`config.mk`:
```
export PLATFORM = sky130hd
export DESIGN_NAME = key_colon_value_line_tokenizer
export DESIGN_NICKNAME = d
export VERILOG_FILES = /design/src/design/kcvt_pkg.sv /design/src/design/kcvt_step.sv /design/src/design/key_colon_value_line_tokenizer.sv
export SDC_FILE = /design/constraint.sdc
export NUM_CORES = 1
export LEC_CHECK = 0
export ABC_AREA = 1
export ABC_CLOCK_PERIOD_IN_PS = 5800
export BUFFER_PORTS_ARGS = -buffer_cell sky130_fd_sc_hd__buf_4
export CAP_MARGIN = 20
export CORE_MARGIN = 2
export CORE_UTILIZATION = 63
export DETAILED_ROUTE_END_ITERATION = 10
export PLACE_DENSITY = 0.85
export SYNTH_ARGS = -nofsm -noshare
export SYNTH_HDL_FRONTEND = slang
export SYNTH_SLANG_ARGS = --single-unit
```
`constraint.sdc`:
```
create_clock -name clock -period 5.8 [get_ports clock]
set_input_delay 1.16 -clock clock [delete_from_list [all_inputs] [get_ports clock]]
set_output_delay 1.16 -clock clock [all_outputs]
set_load 0.01 [all_outputs]
```
`src/design/kcvt_pkg.sv`:
```
`default_nettype none
// ----------------------------------------------------------------------------
// kcvt_pkg: shared types and constants for the key:value line tokenizer
// Word types for both channels, the phase encoding, the tokenizer state
// record and the character codes the parser looks for.
// ----------------------------------------------------------------------------
package kcvt_pkg;

   localparam int TEXT_BYTES = 4096;
   localparam int MAX_PAIRS  = 254;

   localparam int POS_W   = 12;
   localparam int COUNT_W = 8;

   localparam logic [POS_W-1:0]   POS_LAST = POS_W'(TEXT_BYTES - 1);
   localparam logic [COUNT_W-1:0] PAIR_MAX = COUNT_W'(MAX_PAIRS);

   localparam logic [7:0] CH_NUL       = 8'h00;
   localparam logic [7:0] CH_LF        = 8'h0A;
   localparam logic [7:0] CH_CR        = 8'h0D;
   localparam logic [7:0] CH_PRINT_MIN = 8'd33;
   localparam logic [7:0] CH_HASH      = 8'h23;
   localparam logic [7:0] CH_COLON     = 8'h3A;
   localparam logic [7:0] CH_UPPER_A   = 8'h41;
   localparam logic [7:0] CH_UPPER_Z   = 8'h5A;
   localparam logic [7:0] CH_LOWER_A   = 8'h61;
   localparam logic [7:0] CH_LOWER_Z   = 8'h7A;

   typedef enum logic [5:0] {
      PH_SKIP     = 6'b000001,
      PH_COMMENT  = 6'b000010,
      PH_KEY      = 6'b000100,
      PH_PRECOLON = 6'b001000,
      PH_VALSPACE = 6'b010000,
      PH_VALUE    = 6'b100000
   } phase_type;

   typedef struct packed {
      logic [7:0] text_byte_in;
      logic       final_byte;
   } req_type;

   typedef struct packed {
      logic [7:0]         text_byte_out;
      logic               pair_valid;
      logic [POS_W-1:0]   key_pos;
      logic [POS_W-1:0]   value_pos;
      logic [COUNT_W-1:0] pair_total;
      logic               table_full;
      logic               done_res;
   } rsp_type;

   typedef struct packed {
      phase_type          phase;
      logic [POS_W-1:0]   byte_position;
      logic [POS_W-1:0]   key_start;
      logic [POS_W-1:0]   value_start;
      logic [COUNT_W-1:0] pair_count;
      logic               overflowed;
   } state_type;

   localparam state_type STATE_RESET = '{
      phase:         PH_SKIP,
      byte_position: '0,
      key_start:     '0,
      value_start:   '0,
      pair_count:    '0,
      overflowed:    1'b0
   };

endpackage
`default_nettype wire

```
`src/design/kcvt_step.sv`:
```
`default_nettype none
// ----------------------------------------------------------------------------
// kcvt_step: one byte of the tokenizer phase machine
// Takes the current state and one input word, returns the next state and
// the result word for that byte. Purely combinational.
// ----------------------------------------------------------------------------
module kcvt_step (
   input  kcvt_pkg::state_type state_cur,
   input  kcvt_pkg::req_type   req_cur,
   output kcvt_pkg::state_type state_next,
   output kcvt_pkg::rsp_type   rsp_next
);
   import kcvt_pkg::*;

   function automatic logic is_letter(input logic [7:0] ch);
      return ((ch >= CH_LOWER_A) && (ch <= CH_LOWER_Z)) ||
             ((ch >= CH_UPPER_A) && (ch <= CH_UPPER_Z));
   endfunction

   logic [7:0]         ch;
   logic [7:0]         out_ch;
   logic               emit;
   logic               stored;
   phase_type          phase_eff;
   phase_type          phase_new;
   state_type          upd;

   assign ch = req_cur.text_byte_in;

   always_comb begin
      upd       = state_cur;
      out_ch    = ch;
      emit      = 1'b0;
      stored    = 1'b0;
      phase_eff = state_cur.phase;

      // leave the gap between items on the first printable byte
      if ((state_cur.phase == PH_SKIP) && (ch >= CH_PRINT_MIN)) begin
         if (ch == CH_HASH) begin
            phase_eff = PH_COMMENT;
         end else begin
            upd.key_start = state_cur.byte_position;
            phase_eff     = PH_KEY;
         end
      end

      phase_new = phase_eff;
      unique case (phase_eff)
         PH_SKIP: begin
         end
         PH_COMMENT: begin
            if ((ch == CH_LF) || (ch == CH_CR) || (ch == CH_NUL)) begin
               phase_new = PH_SKIP;
            end
         end
         PH_KEY: begin
            if (!is_letter(ch)) begin
               out_ch    = '0;
               phase_new = (ch == CH_COLON) ? PH_VALSPACE : PH_PRECOLON;
            end
         end
         PH_PRECOLON: begin
            if (ch >= CH_PRINT_MIN) begin
               if (ch == CH_COLON) begin
                  out_ch    = '0;
                  phase_new = PH_VALSPACE;
               end else begin
                  // no colon after the key: drop the rest of the line
                  phase_new = PH_COMMENT;
               end
            end
         end
         PH_VALSPACE: begin
            if (ch >= CH_PRINT_MIN) begin
               upd.value_start = state_cur.byte_position;
               if (ch <= CH_LOWER_Z) begin
                  phase_new = PH_VALUE;
               end else begin
                  // empty value: terminate at once
                  out_ch    = '0;
                  emit      = 1'b1;
                  phase_new = PH_SKIP;
               end
            end
         end
         PH_VALUE: begin
            if ((ch < CH_PRINT_MIN) || (ch > CH_LOWER_Z)) begin
               out_ch    = '0;
               emit      = 1'b1;
               phase_new = PH_SKIP;
            end
         end
         default: begin
            phase_new = PH_SKIP;
         end
      endcase
      upd.phase = phase_new;

      // a value still open on the last byte completes there
      if (req_cur.final_byte && (phase_new == PH_VALUE)) begin
         emit = 1'b1;
      end

      if (emit) begin
         if (state_cur.pair_count < PAIR_MAX) begin
            upd.pair_count = state_cur.pair_count + 1'b1;
            stored         = 1'b1;
         end else begin
            upd.overflowed = 1'b1;
         end
      end

      rsp_next.text_byte_out = out_ch;
      rsp_next.pair_valid    = stored;
      rsp_next.key_pos       = stored ? upd.key_start : '0;
      rsp_next.value_pos     = stored ? upd.value_start : '0;
      rsp_next.pair_total    = upd.pair_count;
      rsp_next.table_full    = upd.overflowed;
      rsp_next.done_res      = req_cur.final_byte;

      if (state_cur.byte_position != POS_LAST) begin
         upd.byte_position = state_cur.byte_position + 1'b1;
      end

      state_next = req_cur.final_byte ? STATE_RESET : upd;
   end

endmodule
`default_nettype wire

```
`src/design/key_colon_value_line_tokenizer.sv`:
```
`default_nettype none
// ----------------------------------------------------------------------------
// key_colon_value_line_tokenizer: streaming key:value text tokenizer
// Splits configuration text, one byte per word, into key:value pairs.
// ----------------------------------------------------------------------------
// Usage:
//   req channel: one text byte per word, final_byte marks the end of a text.
//   rsp channel: exactly one word per req word, in order. It carries the
//   byte (zero where a terminator goes), the key and value offsets when a
//   pair completes on that byte, the running pair count and the full flag.
//   Path: an accepted word waits in the input register, then one pass of
//   the phase logic writes its result into the result register, which
//   drives rsp.
//   Throughput: one word per cycle, sustained, while rsp is not stalled.
//   Stall: rsp_stall holds a full result register; the input register still
//   takes one more word, and req_stall stays high while it holds that word.
//   Reset: both registers empty, phase machine back to skipping space,
//   positions and pair count at zero. The last byte of a text also returns
//   the state to these values, so the next word starts a new text.
//   Positions saturate at TEXT_BYTES-1; pairs past MAX_PAIRS are dropped
//   and table_full stays set until the end of the text.
// ----------------------------------------------------------------------------
module key_colon_value_line_tokenizer (
   input  wire                 clock,
   input  wire                 reset,
   input  wire                 req_valid,
   output logic                req_stall,
   input  kcvt_pkg::req_type   req_word,
   output logic                rsp_valid,
   input  wire                 rsp_stall,
   output kcvt_pkg::rsp_type   rsp_word
);
   import kcvt_pkg::*;

   logic      in_valid_ff;
   logic      in_valid_in;
   req_type   in_word_ff;
   logic      rsp_valid_ff;
   logic      rsp_valid_in;
   rsp_type   rsp_word_ff;
   state_type state_ff;
   state_type state_in;
   rsp_type   rsp_calc;
   logic      advance;
   logic      accept;

   kcvt_step u_step (
      .state_cur  (state_ff),
      .req_cur    (in_word_ff),
      .state_next (state_in),
      .rsp_next   (rsp_calc)
   );

   // advance the held word into the result register when it is free
   assign advance   = in_valid_ff && (!rsp_valid_ff || !rsp_stall);
   assign req_stall = in_valid_ff && !advance;
   assign accept    = req_valid && !req_stall;

   always_comb begin
      in_valid_in  = accept || (in_valid_ff && !advance);
      rsp_valid_in = advance || (rsp_valid_ff && rsp_stall);
   end

   always_ff @(posedge clock) begin
      if (reset) begin
         in_valid_ff  <= 1'b0;
         rsp_valid_ff <= 1'b0;
         state_ff     <= STATE_RESET;
      end else begin
         in_valid_ff  <= in_valid_in;
         rsp_valid_ff <= rsp_valid_in;
         if (advance) begin
            state_ff <= state_in;
         end
      end
   end

   always_ff @(posedge clock) begin
      if (accept) begin
         in_word_ff <= req_word;
      end
      if (advance) begin
         rsp_word_ff <= rsp_calc;
      end
   end

   assign rsp_valid = rsp_valid_ff;
   assign rsp_word  = rsp_word_ff;

`ifndef SYNTHESIS
   a_phase_onehot: assert property (@(posedge clock) disable iff (reset)
      $onehot(state_ff.phase))
      else $error("tokenizer phase is not one-hot");

   a_count_bound: assert property (@(posedge clock) disable iff (reset)
      state_ff.pair_count <= PAIR_MAX)
      else $error("pair count beyond table size");

   a_end_clears: assert property (@(posedge clock) disable iff (reset)
      (advance && in_word_ff.final_byte) |=>
         (state_ff.pair_count == '0) && (state_ff.phase == PH_SKIP) &&
         (state_ff.byte_position == '0) && !state_ff.overflowed)
      else $error("state not cleared after last byte");

   a_key_first: assert property (@(posedge clock) disable iff (reset)
      (rsp_valid_ff && rsp_word_ff.pair_valid) |->
         (rsp_word_ff.key_pos <= rsp_word_ff.value_pos))
      else $error("pair value starts before its key");

   a_no_drop: assert property (@(posedge clock) disable iff (reset)
      (rsp_valid_ff && rsp_stall) |=> rsp_valid_ff)
      else $error("stalled result lost");
`endif

endmodule
`default_nettype wire

```
After elaboration in Yosys (flattened, before gate mapping)
Cells that the tools add are included.
{"block": "word_totals", "word_cells": 96, "register_bits": 105}
{"block": "op_classes", "addsub": 2, "n_mux": 34, "n_reduce_logical": 22, "eq_ne": 13, "magnitude_cmp": 8}
{"cell": "$mux 12", "n": 5}
{"cell": "$mux 8", "n": 7}
{"cell": "$mux 51", "n": 1}
{"cell": "$mux 6", "n": 7}
{"cell": "$pmux 6 s6", "n": 1}
{"cell": "$pmux 8 s4", "n": 1}
{"cell": "$eq 8x4->1 const B", "n": 2}
{"cell": "$eq 8x6->1 const B", "n": 2}
{"cell": "$ge 8x7->1 const B", "n": 2}
{"cell": "$le 8x7->1 const B", "n": 2}
{"cell": "$add 12x1->12 const B", "n": 1}
{"cell": "$eq 6x1->1 const B", "n": 2}
{"cell": "$eq 6x6->1 const B", "n": 2}
{"cell": "$ne 12x12->1 const B", "n": 1}
{"cell": "$mux 5", "n": 2}
{"cell": "$mux 9", "n": 1}
{"cell": "$add 8x1->8 const B", "n": 1}
{"cell": "$ge 8x6->1 const B", "n": 1}
{"cell": "$gt 8x7->1 const B", "n": 1}
{"cell": "$logic_and 1x1->1", "n": 8}
{"cell": "$logic_not 8->1", "n": 1}
{"cell": "$lt 8x6->1 const B", "n": 1}
{"cell": "$lt 8x8->1 const B", "n": 1}
{"cell": "$logic_or 1x1->1", "n": 7}
{"cell": "other kinds (10)", "n": 19}

Depth between registers and ports, before layout
{"block": "depth", "ltp_word": 10, "depth_mapped": 16, "depth_no_buf": 15}

By module
Synthesis repeated with hierarchy kept, for this count alone.
{"block": "hier_totals", "cells_unflattened": 834, "area_unflattened_um2": 6247.2}
{"module": "key_colon_value_line_tokenizer", "area_per_inst_um2": 3953.8, "instances": 1, "seq_area_each_um2": 2622.5, "cells_each": 398}
{"module": "kcvt_step", "area_per_inst_um2": 2293.4, "instances": 1, "seq_area_each_um2": 0.0, "cells_each": 436}

Worst setup path before layout
OpenSTA, ideal clock, no wires.
{"block": "synth_path", "path_kind": "input to register", "startpoint": "input rsp_stall", "endpoint": "register state_ff[42] in the netlist's numbering", "setup_slack_ns": 2.061, "path_stages": 9, "arrival_ns": 3.669, "path_buffers": 0, "setup_time_ns": 0.070, "path_cell_list": "nand2_1 > inv_1 > nor2_2 > nand2_1 > nor2_1 > nand3_1 > nor3_1 > nand2_1 > a21oi_1"}
{"block": "synth_between", "elab_chain_cells": 4}
{"element": "from (decl)", "line": "key_colon_value_line_tokenizer.sv:30", "source": "input wire rsp_stall,"}
{"element": "$logic_not 1->1", "line": "key_colon_value_line_tokenizer.sv:55", "source": "assign advance = in_valid_ff && (!rsp_valid_ff || !rsp_stall);"}
{"element": "$logic_or 1x1->1", "line": "key_colon_value_line_tokenizer.sv:55"}
{"element": "$logic_and 1x1->1", "line": "key_colon_value_line_tokenizer.sv:55"}
{"element": "named net advance", "line": "key_colon_value_line_tokenizer.sv:44", "source": "logic advance;"}
{"element": "$reduce_and 2->1 (no line)"}
{"element": "to (signal assigned)", "line": "key_colon_value_line_tokenizer.sv:73", "source": "state_ff <= state_in;"}
{"element": "to (decl)", "line": "key_colon_value_line_tokenizer.sv:41", "source": "state_type state_ff;"}
The timed path passes the listed nets, and every way through them passes these cells.
A chain may end at the register's enable or synchronous reset.

Worst setup path after layout
{"block": "layout_path", "startpoint": "input rsp_stall", "endpoint": "register state_ff[8] in the netlist's numbering"}
{"block": "layout_between", "elab_chain_cells": 3}
{"element": "$logic_not 1->1", "line": "key_colon_value_line_tokenizer.sv:55"}
{"element": "$logic_or 1x1->1", "line": "key_colon_value_line_tokenizer.sv:55"}
{"element": "$logic_and 1x1->1", "line": "key_colon_value_line_tokenizer.sv:55"}
{"element": "named net advance", "line": "key_colon_value_line_tokenizer.sv:44"}
The timed path passes the listed nets, and every way through them passes these cells.

==> run summary <==
Post_cts resized = 0
Total CTS buffers = 9
Hold path depth = 2
Fmax = 338 MHz
Port Buffers = 57
Initial antenna violation count = 0
# nets final = 680
Final setup skew = 0.0106 ns
Most frequent cell on the critical path = inv_1
Final Hold Vio Count = 0
Core Rows = 33
Pin count of the biggest net entering global routing = 50
GRT overflow = 0
Cell Pwr Density = 241 mW/mm2
Hold-fix buffers, CTS = 0
GRT Total Usage = 0.253
Mapped Cells = 612
Post-CTS Setup Inserts = 0
Met1 usage = 0.293
Htree depth = 3
Distinct cells, synth = 37
Worst Path Class, Setup = in -> reg
Register area share after synthesis = 0.503
Kind of cell adding the most delay to the critical path = buffers and inverters
Vias in the first global route = 4007
Period utilization = 0.511
Number of synthesized flops with an enable pin = 52
Initial DRC Count = 239
P&R area growth vs syn = 13.0%
Gr busiest metal = met2
FILL cells = 571
CTS tree = done
Critical path buffers and inverters = 5
Vias per cell = 5.46
Diodes inserted = 0
Worst Path Arrival = 3.24 ns
Worst Path Required = 6.08 ns
YS warnings = 0
Avg Inst Size Synth = 8.53 um2
Die H = 95.0 um
Max FO, Critical Path = 22
Async SR Flop Fraction = 0
Post-synth top cells = 138 x nand2_1, 96 x inv_1, 53 x a21oi_1, 53 x dfxtp_1, 52 x edfxtp_1
Status = completed
Count of pins over their slew limit = 0
Bufs on Longest Clock Path = 2
CP startpoint kind = primary input
Worst-margin pin slew = 0.728 ns
# IOs = 58
Antenna-violating nets left = 0
Setup TNS = 0 ns
Count of final setup violators = 0
Worst reg2reg path depth = 13
Clock transition at path regs = 0.10 ns
DR pass1 iterations = 6
Worst hold path class = reg -> reg
Wirelength per Cell = 13.7 um
Dpl hpwl = 7420 um
Yosys top cell area share = 0.299
Via count = 4232
Area leader, netlist = edfxtp_1
Drc violations = 0
CP max stage delay = 0.48 ns
CORE AREA = 0.00813 mm2
Root Buffer = clkbuf_8
DIE AREA = 0.00903 mm2
Initial core utilization = 0.641
Die X = 95.0 um
Largest cells by area after synthesis = edfxtp_1 30%, dfxtp_1 20%, nand2_1 9.9%
WP depth = 10
Final Cell Area = 0.00590 mm2
Final wirelength = 10600 um
Tmin final = 2.96 ns
Slowest CP cell = o21ai_0
Mapped Area = 0.00522 mm2
Layout cells sized above 1 = 0.199
Max-cap viol count = 0
RSZ-0062 raised after global routing = no
First-pass GRT wire length = 17700 um
Worst vdd ir = 0.155 mV
Area after DPL = 0.00570 mm2
Synth Net Count = 627
Met2 global-route usage = 0.454
Most common cell in the synthesized netlist = nand2_1
Worst-skew pair later-pin latency = 0.38 ns
Ys flop type = dfxtp_1
Routability-driven placement congestion ratio = 0.961
Leakage = 2.37 nW
Flops & latches, synth = 105
CTS Sinks = 105
CP cell instances = buf_4 > nand2_1 > inv_1 > nor2_4 > inv_1 > buf_4 > o21ai_0 > inv_1 > o21ai_0 > and2b_1
Critical Path End Type = flip-flop
Slew headroom = 0.514
Met3 Use GR = 0.0391
==> final cells by class <==
cell class | instances | area (um2) | area share
Sequential cell | 105 | 2620 | 0.445
Multi-Input combinational cell | 388 | 2110 | 0.359
Timing Repair Buffer | 60 | 450 | 0.0764
Inverter | 101 | 382 | 0.0647
Clock buffer | 10 | 149 | 0.0252
Tap cell | 105 | 131 | 0.0223
Clock inverter | 6 | 48.8 | 0.00827
==> placed cells by master, fill, tap and decap left out, types with 13 or more instances in the layout <==
cell,count
nand2_1,138
inv_1,96
buf_4,60
a21oi_1,53
dfxtp_1,53
edfxtp_1,52
nor2_1,32
nand3_1,30
o21ai_0,16
nor2_2,14
o21a_1,13
==> worst reg2reg max path, stage by stage (launching register included) <==
cell and delay (ns):
edfxtp_1 0.44, nor2_2 0.20, inv_1 0.08, nor2_1 0.11, nand2_1 0.10, nand3_4 0.27
nand3_4 0.16, nor2_8 0.19, nand3_2 0.11, nand2_2 0.11, nand2_4 0.11, nand2_8 0.15
nand2_8 0.19, nor2_1 0.18
==> cell families after synthesis <==
kind of cell | after synthesis | share of synthesized area
flops | 105 | 0.503
buf+inv | 119 | 0.0935
compound gates | 109 | 0.123
fa+ha+maj | 2 | 0.00480
simple gates | 272 | 0.268
xor+xnor | 5 | 0.00839
==> power by group <==
group,internal [mW],switching [mW],leakage [nW],total [mW]
Clock,0.187,0.265,0.0976,0.452
Sequential,0.800,0.0110,0.935,0.811
Combinational,0.0557,0.104,1.33,0.160
==> path summary, 6_finish.rpt <==
path / from / to / slack (ns)
max: rsp_stall / state_ff[8] / 2.84
min reg2reg: state_ff[30] / state_ff[30] / 0.47
min: state_ff[30] / state_ff[30] / 0.47
max reg2reg: in_word_ff[7] / rsp_word[10] / 3.27
==> state kept, by name, indices dropped and copies added, names as in the netlist <==
signal	flops
in_valid_ff	1
in_word_ff	9
rsp_valid	1
rsp_word	43
state_ff	51
==> layer usage <==
| layer | vias up | wire, um |
|---|---|---|
| met2 | 120 | 5550 |
| met4 | 0 | 233 |
| li1 | 2096 | - |
| met3 | 23 | 474 |
| met5 | - | 0 |
| met1 | 1993 | 4380 |
==> through the flow <==
stage / hold WS [ns] / utilization / setup WS (ns) / total power [mW] / cells
after global routing: 0.495 / 0.725 / 2.60 / 1.47 / 775
after global placement: 0.451 / 0.701 / 2.53 / 0.980 / 759
final: 0.474 / 0.725 / 2.84 / 1.42 / 775
after CTS: 0.471 / 0.725 / 2.84 / 1.43 / 775
after detailed placement: 0.456 / 0.701 / 2.47 / 0.987 / 759
after floorplan: 0.443 / - / 2.06 / 0.937 / 612
No activity file was read; power rests on OpenSTA's default activity.
